===== config.mk =====
export PLATFORM = sky130hd
export DESIGN_NAME = serial_command_frame_decoder_flat
export DESIGN_NICKNAME = d
export VERILOG_FILES = /design/src/scfd_pkg.sv /design/src/scfd_if.sv /design/src/scfd_decode.sv /design/src/serial_command_frame_decoder.sv /design/src/flat_wrapper.sv
export SDC_FILE = /design/constraint.sdc
export NUM_CORES = 1
export LEC_CHECK = 0
export ABC_AREA = 0
export BUFFER_PORTS_ARGS = -buffer_cell sky130_fd_sc_hd__clkbuf_2
export CORE_MARGIN = 2
export CORE_UTILIZATION = 47
export CTS_CLUSTER_SIZE = 8
export DETAILED_ROUTE_END_ITERATION = 16
export SYNTH_ARGS = -nofsm -noshare
export SYNTH_HDL_FRONTEND = slang
export SYNTH_SLANG_ARGS = --single-unit

===== constraint.sdc =====
create_clock -name clk -period 5.7 [get_ports clk]
set_clock_uncertainty 0.2 [all_clocks]
set_input_delay 0.57 -clock clk [delete_from_list [all_inputs] [get_ports clk]]
set_output_delay 0.57 -clock clk [all_outputs]
set_load 0.03 [all_outputs]

===== src/scfd_pkg.sv =====
// Shared constants and types for the serial command frame decoder.
// Depends on nothing; every other file of the block uses it.
package scfd_pkg;

    // Frame store geometry
    localparam int STORE_DEPTH = 18;
    localparam int BYTE_W      = 8;
    localparam int INDEX_W     = 8;
    localparam int ADDR_W      = 5;
    localparam int REPLY_W     = 3;
    localparam int FLAG_W      = 6;

    // Frame characters
    localparam logic [7:0] CH_TERM   = 8'h65; // 'e'
    localparam logic [7:0] CH_OPEN   = 8'h5B; // '['
    localparam logic [7:0] CH_CLOSE  = 8'h5D; // ']'
    localparam logic [7:0] CH_C      = 8'h43; // 'C'
    localparam logic [7:0] CH_R      = 8'h52; // 'R'
    localparam logic [7:0] CH_P      = 8'h50; // 'P'
    localparam logic [7:0] CH_A      = 8'h41; // 'A'
    localparam logic [7:0] CH_O      = 8'h4F; // 'O'
    localparam logic [7:0] CH_ZERO   = 8'h30; // '0'
    localparam logic [7:0] CH_ONE    = 8'h31; // '1'
    localparam logic [7:0] CH_TWO    = 8'h32; // '2'
    localparam logic [7:0] CH_THREE  = 8'h33; // '3'
    localparam logic [7:0] CH_FOUR   = 8'h34; // '4'
    localparam logic [7:0] CH_COMMA  = 8'h2C; // ','

    // Reply codes
    localparam logic [REPLY_W-1:0] REPLY_NONE    = 3'd0;
    localparam logic [REPLY_W-1:0] REPLY_REF_ONE = 3'd1;
    localparam logic [REPLY_W-1:0] REPLY_REF_TWO = 3'd2;
    localparam logic [REPLY_W-1:0] REPLY_LED_ERR = 3'd3;
    localparam logic [REPLY_W-1:0] REPLY_FAN_ERR = 3'd4;

    // Bit positions in the output flag word
    localparam int FLAG_LED1  = 0;
    localparam int FLAG_LED2  = 1;
    localparam int FLAG_BUZZ  = 2;
    localparam int FLAG_RELAY = 3;
    localparam int FLAG_FANA  = 4;
    localparam int FLAG_FANB  = 5;

    typedef logic [STORE_DEPTH-1:0][BYTE_W-1:0] frame_t;

    // Outcome of decoding one complete frame
    typedef struct packed {
        logic [REPLY_W-1:0] reply;
        logic [FLAG_W-1:0]  flags;
    } decode_result_t;

endpackage


===== src/scfd_if.sv =====
// Handshake channel interfaces for the serial command frame decoder:
// received bytes, result words and the address register write.
// Depends on scfd_pkg for field widths.
interface scfd_rx_if;
    logic                          valid;
    logic                          ready;
    logic [scfd_pkg::BYTE_W-1:0]   rx_byte;

    modport source (output valid, output rx_byte, input ready);
    modport sink   (input valid, input rx_byte, output ready);
endinterface

interface scfd_tx_if;
    logic                          valid;
    logic                          ready;
    logic [scfd_pkg::BYTE_W-1:0]   echo_byte;
    logic                          frame_end;
    logic [scfd_pkg::REPLY_W-1:0]  reply_code;
    logic                          led_one;
    logic                          led_two;
    logic                          buzzer_on;
    logic                          relay_on;
    logic                          fan_line_a;
    logic                          fan_line_b;

    modport source (output valid, output echo_byte, output frame_end, output reply_code,
                    output led_one, output led_two, output buzzer_on, output relay_on,
                    output fan_line_a, output fan_line_b, input ready);
    modport sink   (input valid, input echo_byte, input frame_end, input reply_code,
                    input led_one, input led_two, input buzzer_on, input relay_on,
                    input fan_line_a, input fan_line_b, output ready);
endinterface

interface scfd_cfg_if;
    logic                          valid;
    logic                          ready;
    logic [scfd_pkg::ADDR_W-1:0]   device_address;

    modport source (output valid, output device_address, input ready);
    modport sink   (input valid, input device_address, output ready);
endinterface


===== src/scfd_decode.sv =====
// Combinational decoder for one complete frame: address check, command
// recognition and the resulting reply code and output flag word.
// Depends on scfd_pkg.
module scfd_decode (
    input  scfd_pkg::frame_t                   frame,
    input  logic [scfd_pkg::ADDR_W-1:0]        device_address,
    input  logic [scfd_pkg::FLAG_W-1:0]        flags,
    output scfd_pkg::decode_result_t           result
);
    import scfd_pkg::*;

    logic       addr_ok;
    logic       cr_frame;
    logic       pa_frame;
    logic [7:0] action;
    logic [7:0] sel;

    // Positions 6 to 10 must hold '0' or '1' matching each address bit
    always_comb
    begin
        addr_ok = 1'b1;
        for (int b = 0; b < ADDR_W; b++)
        begin
            if (frame[6 + b] != (CH_ZERO | {7'd0, device_address[b]}))
            begin
                addr_ok = 1'b0;
            end
        end
    end

    // Frame shapes
    assign cr_frame = (frame[0] == CH_OPEN) && (frame[1] == CH_C) && (frame[2] == CH_R)
                   && (frame[3] == CH_COMMA) && (frame[5] == CH_COMMA)
                   && (frame[11] == CH_CLOSE);
    assign pa_frame = (frame[0] == CH_OPEN) && (frame[1] == CH_P) && (frame[2] == CH_A)
                   && (frame[3] == CH_COMMA) && (frame[5] == CH_COMMA)
                   && (frame[11] == CH_COMMA) && (frame[14] == CH_COMMA)
                   && (frame[17] == CH_CLOSE);

    assign action = frame[4];
    assign sel    = frame[12];

    // Command execution; device query frames fall through with no effect
    always_comb
    begin
        result.reply = REPLY_NONE;
        result.flags = flags;
        if (addr_ok)
        begin
            if (cr_frame)
            begin
                if (action == CH_ONE)
                begin
                    result.reply = REPLY_REF_ONE;
                end
                else if (action == CH_TWO)
                begin
                    result.reply = REPLY_REF_TWO;
                end
            end
            else if (pa_frame)
            begin
                case (action)
                    CH_ONE:
                    begin
                        if (sel == CH_ONE)
                        begin
                            result.flags[FLAG_LED1] = ~flags[FLAG_LED1];
                        end
                        else if (sel == CH_TWO)
                        begin
                            result.flags[FLAG_LED2] = ~flags[FLAG_LED2];
                        end
                        else
                        begin
                            result.reply = REPLY_LED_ERR;
                        end
                    end
                    CH_TWO:
                    begin
                        result.flags[FLAG_BUZZ] = ~flags[FLAG_BUZZ];
                    end
                    CH_THREE:
                    begin
                        if (sel == CH_ONE)
                        begin
                            result.flags[FLAG_FANA] = 1'b0;
                            result.flags[FLAG_FANB] = 1'b0;
                        end
                        else if (sel == CH_TWO)
                        begin
                            result.flags[FLAG_FANA] = 1'b1;
                            result.flags[FLAG_FANB] = 1'b0;
                        end
                        else if (sel == CH_THREE)
                        begin
                            result.flags[FLAG_FANA] = 1'b0;
                            result.flags[FLAG_FANB] = 1'b1;
                        end
                        else
                        begin
                            result.reply = REPLY_FAN_ERR;
                        end
                    end
                    CH_FOUR:
                    begin
                        result.flags[FLAG_RELAY] = ~flags[FLAG_RELAY];
                    end
                    default:
                    begin
                        result.flags = flags;
                    end
                endcase
            end
        end
    end

endmodule


===== src/serial_command_frame_decoder.sv =====
// Top level of the serial command frame decoder: input register, frame
// stores, output flags and result register. Depends on scfd_pkg,
// scfd_if.sv and scfd_decode.
//
// Usage:
//   rx carries one received byte per word. tx returns exactly one word per
//   received byte: the echoed byte, a frame end mark, a reply code and the
//   present state of the LED, buzzer, relay and fan outputs after it.
//   cfg writes the five-bit device address; it is always ready and must
//   only be written while no byte is in flight.
// Timing:
//   An accepted byte is registered in the input register; the store
//   update and frame decode then load its result word into the result
//   register once that register is empty or being taken. One byte is
//   accepted every cycle while tx holds ready high.
// Reset and stall:
//   Reset clears both frame stores, the byte index, the output flags and
//   the device address. When tx is stalled the result word holds, the
//   input register still takes one more byte, and rx then deasserts ready
//   until the result word is taken.
module serial_command_frame_decoder (
    input  logic        clk,
    input  logic        rst_n,
    scfd_cfg_if.sink    cfg,
    scfd_rx_if.sink     rx,
    scfd_tx_if.source   tx
);
    import scfd_pkg::*;

    // Pipeline control
    logic                    s1_valid_reg;
    logic [BYTE_W-1:0]       s1_byte_reg;
    logic                    out_valid_reg;
    logic                    advance;

    // Block state
    logic [ADDR_W-1:0]       addr_reg;
    frame_t                  recv_reg;
    frame_t                  recv_next;
    frame_t                  dec_reg;
    frame_t                  frame_view;
    logic [INDEX_W-1:0]      index_reg;
    logic [INDEX_W-1:0]      index_next;
    logic [FLAG_W-1:0]       flags_reg;
    logic [FLAG_W-1:0]       flags_next;
    logic                    is_term;
    decode_result_t          dec_result;

    // Result register
    logic [BYTE_W-1:0]       echo_reg;
    logic                    end_reg;
    logic [REPLY_W-1:0]      reply_reg;
    logic [REPLY_W-1:0]      reply_next;

    assign advance  = s1_valid_reg && (!out_valid_reg || tx.ready);
    assign rx.ready = !s1_valid_reg || advance;
    assign cfg.ready = 1'b1;
    assign is_term  = (s1_byte_reg == CH_TERM);

    // Store the byte at the current index and form the frame as it
    // reads after the copy into the decode store
    always_comb
    begin
        recv_next = recv_reg;
        for (int i = 0; i < STORE_DEPTH; i++)
        begin
            if (index_reg == INDEX_W'(i))
            begin
                recv_next[i] = s1_byte_reg;
            end
            frame_view[i] = (INDEX_W'(i) < index_reg) ? recv_reg[i] : dec_reg[i];
        end
    end

    scfd_decode u_decode (
        .frame          (frame_view),
        .device_address (addr_reg),
        .flags          (flags_reg),
        .result         (dec_result)
    );

    // Byte index, flags and reply for the byte being processed
    always_comb
    begin
        if (is_term)
        begin
            index_next = '0;
            flags_next = dec_result.flags;
            reply_next = dec_result.reply;
        end
        else
        begin
            index_next = (index_reg == {INDEX_W{1'b1}}) ? index_reg : index_reg + 1'b1;
            flags_next = flags_reg;
            reply_next = REPLY_NONE;
        end
    end

    // Control and state registers
    always_ff @(posedge clk or negedge rst_n)
    begin
        if (!rst_n)
        begin
            s1_valid_reg  <= 1'b0;
            out_valid_reg <= 1'b0;
            addr_reg      <= '0;
            recv_reg      <= '0;
            dec_reg       <= '0;
            index_reg     <= '0;
            flags_reg     <= '0;
        end
        else
        begin
            if (cfg.valid)
            begin
                addr_reg <= cfg.device_address;
            end
            if (rx.valid && rx.ready)
            begin
                s1_valid_reg <= 1'b1;
            end
            else if (advance)
            begin
                s1_valid_reg <= 1'b0;
            end
            if (advance)
            begin
                out_valid_reg <= 1'b1;
                recv_reg      <= recv_next;
                index_reg     <= index_next;
                flags_reg     <= flags_next;
                if (is_term)
                begin
                    dec_reg <= frame_view;
                end
            end
            else if (tx.ready)
            begin
                out_valid_reg <= 1'b0;
            end
        end
    end

    // Payload registers
    always_ff @(posedge clk)
    begin
        if (rx.valid && rx.ready)
        begin
            s1_byte_reg <= rx.rx_byte;
        end
        if (advance)
        begin
            echo_reg  <= s1_byte_reg;
            end_reg   <= is_term;
            reply_reg <= reply_next;
        end
    end

    // Result word; flags_reg already holds the state after this byte
    assign tx.valid      = out_valid_reg;
    assign tx.echo_byte  = echo_reg;
    assign tx.frame_end  = end_reg;
    assign tx.reply_code = reply_reg;
    assign tx.led_one    = flags_reg[FLAG_LED1];
    assign tx.led_two    = flags_reg[FLAG_LED2];
    assign tx.buzzer_on  = flags_reg[FLAG_BUZZ];
    assign tx.relay_on   = flags_reg[FLAG_RELAY];
    assign tx.fan_line_a = flags_reg[FLAG_FANA];
    assign tx.fan_line_b = flags_reg[FLAG_FANB];

endmodule

===== src/flat_wrapper.sv =====
// flat-port wrapper written by rule: the top's interface ports become plain ports
module serial_command_frame_decoder_flat import scfd_pkg::*;
  (clk, rst_n, cfg_valid, cfg_device_address, cfg_ready, rx_valid, rx_rx_byte, rx_ready, tx_valid, tx_echo_byte, tx_frame_end, tx_reply_code, tx_led_one, tx_led_two, tx_buzzer_on, tx_relay_on, tx_fan_line_a, tx_fan_line_b, tx_ready);
  scfd_cfg_if cfg_i ();
  scfd_rx_if rx_i ();
  scfd_tx_if tx_i ();
  input  logic clk;
  input  logic rst_n;
  input wire logic [$bits(cfg_i.valid)-1:0] cfg_valid;
  input wire logic [$bits(cfg_i.device_address)-1:0] cfg_device_address;
  output wire logic [$bits(cfg_i.ready)-1:0] cfg_ready;
  input wire logic [$bits(rx_i.valid)-1:0] rx_valid;
  input wire logic [$bits(rx_i.rx_byte)-1:0] rx_rx_byte;
  output wire logic [$bits(rx_i.ready)-1:0] rx_ready;
  output wire logic [$bits(tx_i.valid)-1:0] tx_valid;
  output wire logic [$bits(tx_i.echo_byte)-1:0] tx_echo_byte;
  output wire logic [$bits(tx_i.frame_end)-1:0] tx_frame_end;
  output wire logic [$bits(tx_i.reply_code)-1:0] tx_reply_code;
  output wire logic [$bits(tx_i.led_one)-1:0] tx_led_one;
  output wire logic [$bits(tx_i.led_two)-1:0] tx_led_two;
  output wire logic [$bits(tx_i.buzzer_on)-1:0] tx_buzzer_on;
  output wire logic [$bits(tx_i.relay_on)-1:0] tx_relay_on;
  output wire logic [$bits(tx_i.fan_line_a)-1:0] tx_fan_line_a;
  output wire logic [$bits(tx_i.fan_line_b)-1:0] tx_fan_line_b;
  input wire logic [$bits(tx_i.ready)-1:0] tx_ready;
  assign cfg_i.valid = cfg_valid;
  assign cfg_i.device_address = cfg_device_address;
  assign cfg_ready = cfg_i.ready;
  assign rx_i.valid = rx_valid;
  assign rx_i.rx_byte = rx_rx_byte;
  assign rx_ready = rx_i.ready;
  assign tx_valid = tx_i.valid;
  assign tx_echo_byte = tx_i.echo_byte;
  assign tx_frame_end = tx_i.frame_end;
  assign tx_reply_code = tx_i.reply_code;
  assign tx_led_one = tx_i.led_one;
  assign tx_led_two = tx_i.led_two;
  assign tx_buzzer_on = tx_i.buzzer_on;
  assign tx_relay_on = tx_i.relay_on;
  assign tx_fan_line_a = tx_i.fan_line_a;
  assign tx_fan_line_b = tx_i.fan_line_b;
  assign tx_i.ready = tx_ready;
  serial_command_frame_decoder u_core (.clk(clk), .rst_n(rst_n), .cfg(cfg_i), .rx(rx_i), .tx(tx_i));
endmodule

======== Word level (Yosys, flattened, before mapping) ========
Cells that the tools add are included.
cells by class
  $lt $le $gt $ge ......................... 15
  bitwise logic cells ..................... 6
  $add $sub $neg .......................... 1
  reductions and logical operators ........ 45
  multiplexer cells ....................... 46
  equality and inequality tests ........... 40
operator list
  operator               number
  $mux W8                17
  $eq A8 B6 Y1 const B   11
  $eq A8 B7 Y1 const B   8
  $eq A8 B4 Y1 const B   6
  $lt A4 B8 Y1 const A   6
  $ne A8 B6 Y1           5
  $reduce_and A2 Y1      18
  $eq A8 B3 Y1 const B   4
  $lt A3 B8 Y1 const A   4
  $eq A8 B2 Y1 const B   2
  $lt A1 B8 Y1 const A   2
  $lt A2 B8 Y1 const A   2
  $mux W2                8
  $mux W3                5
  $logic_and A1 B1 Y1    14
  $mux W1                14
  $reduce_and A7 Y1      2
  $reduce_and A6 Y1      2
  $mux W9                1
  $add A8 B1 Y8 const B  1
  $eq A8 B1 Y1 const B   1
  $eq A8 B5 Y1 const B   1
  $eq A8 B8 Y1 const B   1
  $logic_not A8 Y1       1
  other kinds (9)        17
word-level totals
  input bits .............................. 18
  register bits after elaboration ......... 281

======== Longest topological paths before layout ========
  depth in word-level cells ............... 12
  mapped depth ............................ 10

======== Modules after synthesis ========
A second synthesis with hierarchy kept.
unflattened totals
  cell total of the unflattened synthesis .. 1042
  area total of the unflattened synthesis .. 15170.8 um2
modules (own cells, without submodules)
  module                        cells an instance  instances  seq. area each (um2)  area an instance (um2)
  serial_command_frame_decoder  959                1          8333.0                14522.7
  scfd_decode                   83                 1          0.0                   648.1

======== Worst setup path before layout ========
OpenSTA, ideal clock, no wires.
  path type ............................... flip-flop to flip-flop
  start ................................... register u_core.index_reg[5]
  end ..................................... register u_core.flags_reg[0]
  library setup time ...................... 0.080 ns
  stages on the path, launching flop included .. 10
  arrival ................................. 3.132 ns
  path buffers ............................ 2
  required time ........................... 5.420 ns
  path slack .............................. 2.288 ns
  path through ............................ dfrtp_1 -> buf_6 -> or4_4 -> or3_1 -> buf_2 -> mux2_4 -> or3b_1 -> or4_1 -> nor4_1 -> xor2_1
on the way
  word-level cells in the longest chain between the ends .. 11
  elaborated cells between the ends (all ways) .. 67
  those cells by class .................... order compare (15); eq/ne (18); mux (20); bitwise (1); reduce/logical (13)
ends and longest elaborated chain
  element                                                RTL line                             text
  start, declared                                        serial_command_frame_decoder.sv:42   logic [INDEX_W-1:0] index_reg;
  start signal, assigned                                 serial_command_frame_decoder.sv:130  index_reg <= index_next;
  branches (longest 10 deep; another with $lt A3 B8 Y1)  n/a
  $reduce_and A7 Y1 (no line) *                          n/a
  end signal, assigned                                   serial_command_frame_decoder.sv:131  flags_reg <= flags_next;
  end, declared                                          serial_command_frame_decoder.sv:44   logic [FLAG_W-1:0] flags_reg;
Mark *: on every way between the ends.
A chain may end at the register's enable or synchronous reset.

======== Final worst setup path ========
  start ................................... register u_core.index_reg[4]
  end ..................................... register u_core.flags_reg[0]
The elaborated chain is that of the path after synthesis.

==> flow_metrics.tcl <==
set metrics [dict create \
    outcome "complete, no violations" \
    synthAdderAreaFrac_pct 0.411 \
    synth_xor_area_share_pct 1.08 \
    async_reset_ff_share_pct 92.9 \
    grt_remaining_overflow 0 \
    cp-start-kind "flip-flop" \
    grt_use_total_pct 21.1 \
    synthCells 907 \
    placed_area_um2 12800 \
    cp-end-kind "flip-flop" \
    grt_antenna_before_repair 0 \
    vias 7511 \
    finalSetupViolations 0 \
    synth_top_family_by_area "multiplexers" \
    dr.pass1.iters 5 \
    hold_viol 0 \
    grt_setup_unrepaired "false" \
    slew-limit-headroom_pct 29.5 \
    die_w_um 165 \
    syn_to_final_growth_pct 14.3 \
    nNetsFinal 994 \
    tns_ns 0 \
    avgViaCountPerCell 5.72 \
    synthFlopType "dfrtp_1" \
    critical_path_arrival_ns 4.04 \
    fin_util_pct 55.0 \
    core_um2 25300 \
    place_congestion 0.825 \
    synth_seq_cells 281 \
    synth_compound_area_share_pct 2.97 \
    top_layer "met4" \
    crit_type "reg2reg" \
    avgRoutedWirePerCell_um 20.9 \
    cts_buffer_depth 3 \
    clk-insertion-delay-late_ns 0.52 \
    synth_top_area_share_pct 53.6 \
    fin_crit_sh_pct 66.7 \
    yosysSeqAreaShare_pct 58.6 \
    grt_pass1_wl_um 43700 \
    ir_drop_mv 0.242 \
    clock.fmax_mhz 263 \
    postRouteAntennaNets 0 \
    antenna_cells 0 \
    whs_ns 0.0236 \
    syn_avg_cell_area_um2 13.4 \
    synthesis.nets 929 \
    io_buffer_count 37 \
    power_density_nw_per_um2 450 \
    path_cells "or4_4 -> or3_1 -> mux2_4 -> or3b_1 -> or4_1 -> nor4_1 -> xor2_1" \
    drcViolationCount 0 \
    start_util_pct 48.1 \
    die_h_um 165 \
    wl_met2_um 12600 \
    synth_top_area_cell "dfrtp_1" \
    synthTopCellsByArea "dfrtp_1 54%, mux2_2 22%, edfxtp_1 4.9%, nand2_1 1.3%, nor2_1 1.3%" \
    htree_levels 2 \
    first_iter_violations 489 \
    grt_pass1_vias 7707 \
    dp_hpwl_um 17900 \
    drv_slew 0 \
    io_pins 39 \
    cts.sinks 281 \
    cts_tree "yes" \
    yosysWarningCount 0 \
    total_power_mw 6.27 \
    min_period_ns 3.80 \
    cp_max_fo 13 \
    ys_types 67 \
    grt_max_degree 113 \
    crit_required_ns 5.93 \
    cts_resized 0 \
    synthMostInstantiatedCell "dfrtp_1" \
    wl_met3_um 1020 \
    die-area_um2 27200 \
    synth_edf_count 20 \
    cts_inserted_buffers 41 \
    clockRootBuffer "clkbuf_16" \
    std_cell_rows 58 \
    crit_slowest_cell "or4_4" \
    fin_area_um2 13900 \
    syn_area_um2 12200 \
    cap_violations 0 \
    synth-simple-area-share_pct 12.1 \
    worst_path_largest_cell_delay_ns 0.69 \
    wl_met1_um 13300 \
    wirelength_um 27400 \
    synthMuxAreaShare_pct 23.6 \
    hold_path.class "in2reg" \
    worstMarginPinSlew_ns 1.05 \
    drive_gt1_share_pct 35.5 \
    synth_common_cells "261 x dfrtp_1, 243 x mux2_2, 42 x nand2_1, 41 x nor2_1, 25 x nor3_1" \
    clk_pin_slew_ns 0.05 \
    leakage_nw 6.29 \
]
[metrics by stage]
step,std cells,worst slack [ns]
6_report,1313,1.90
4_1_cts,1313,1.91
2_1_floorplan,907,2.29
3_5_place_dp,1258,1.95
3_3_place_gp,1258,1.98
5_1_grt,1313,1.66
[layer usage]
layer,vias to the layer above,GRT usage (%)
met2,145,33.1
met1,3852,30.5
met4,0,5.97
li1,3470,-
met3,44,3.19
met5,-,0
[cell type report]
cell class	count	area [um^2]
Fill cell	2126	11400
Sequential cell	281	7130
Multi-Input combinational cell	590	4900
Clock buffer	52	1110
Tap cell	330	413
Timing Repair Buffer	51	315
Inverter	7	26.3
Clock inverter	2	16.3
[placed cells by master (no fill, tap or decap), types with 16 or more instances in the layout]
| cell type | count |
|---|---|
| nor4_1 | 23 |
| dfrtp_1 | 261 |
| edfxtp_1 | 20 |
| nor3_1 | 25 |
| nand4_1 | 17 |
| nand2_1 | 42 |
| nor2_1 | 41 |
| nand2b_1 | 20 |
| mux2_2 | 243 |
| nand3_1 | 16 |
| clkbuf_16 | 43 |
| clkbuf_2 | 36 |
[cell families (layout without fill, tap and decap cells)]
family,Yosys count,in the layout
other cells,1,1
fa+ha+maj,4,4
simple gates,259,259
flops,281,281
compound gates,55,55
mux,256,256
buf+inv,36,112
xor+xnor,15,15
[where the power goes]
part	internal (mW)	switching [mW]	total [mW]
sequential	2.48	0.407	2.88
clock	1.34	0.805	2.14
combinational	0.617	0.627	1.24
total	4.43	1.84	6.27
[final timing paths]
kind	endpoint	from	cells past startpoint	slack [ns]
setup / recovery	u_core.flags_reg[0]	u_core.index_reg[4]	7	1.90
hold / removal	u_core.s1_byte_reg[0]	rx_rx_byte[0]	1	0.02
setup reg to reg	u_core.flags_reg[0]	u_core.index_reg[4]	7	1.90
hold reg to reg	u_core.dec_reg[142]	u_core.dec_reg[142]	2	0.28
max in group asynchronous	u_core.recv_reg[1]	rst_n	3	3.71
min in group asynchronous	u_core.recv_reg[23]	rst_n	2	0.43
[worst max-delay path: cells and delay by family, from the launching register on]
family           cells  cell delay (ns)
AND/OR/NAND/NOR      5             2.46
flip-flops           1             0.51
multiplexers         1             0.35
XOR/XNOR             1             0.19
[what timing repair did]
action | CTS | global route
hold buffers | 1 | 0
hold endpoints to repair | 96 | 0
buffers inserted | 0 | 0
No activity file was read; power rests on OpenSTA's default activity.
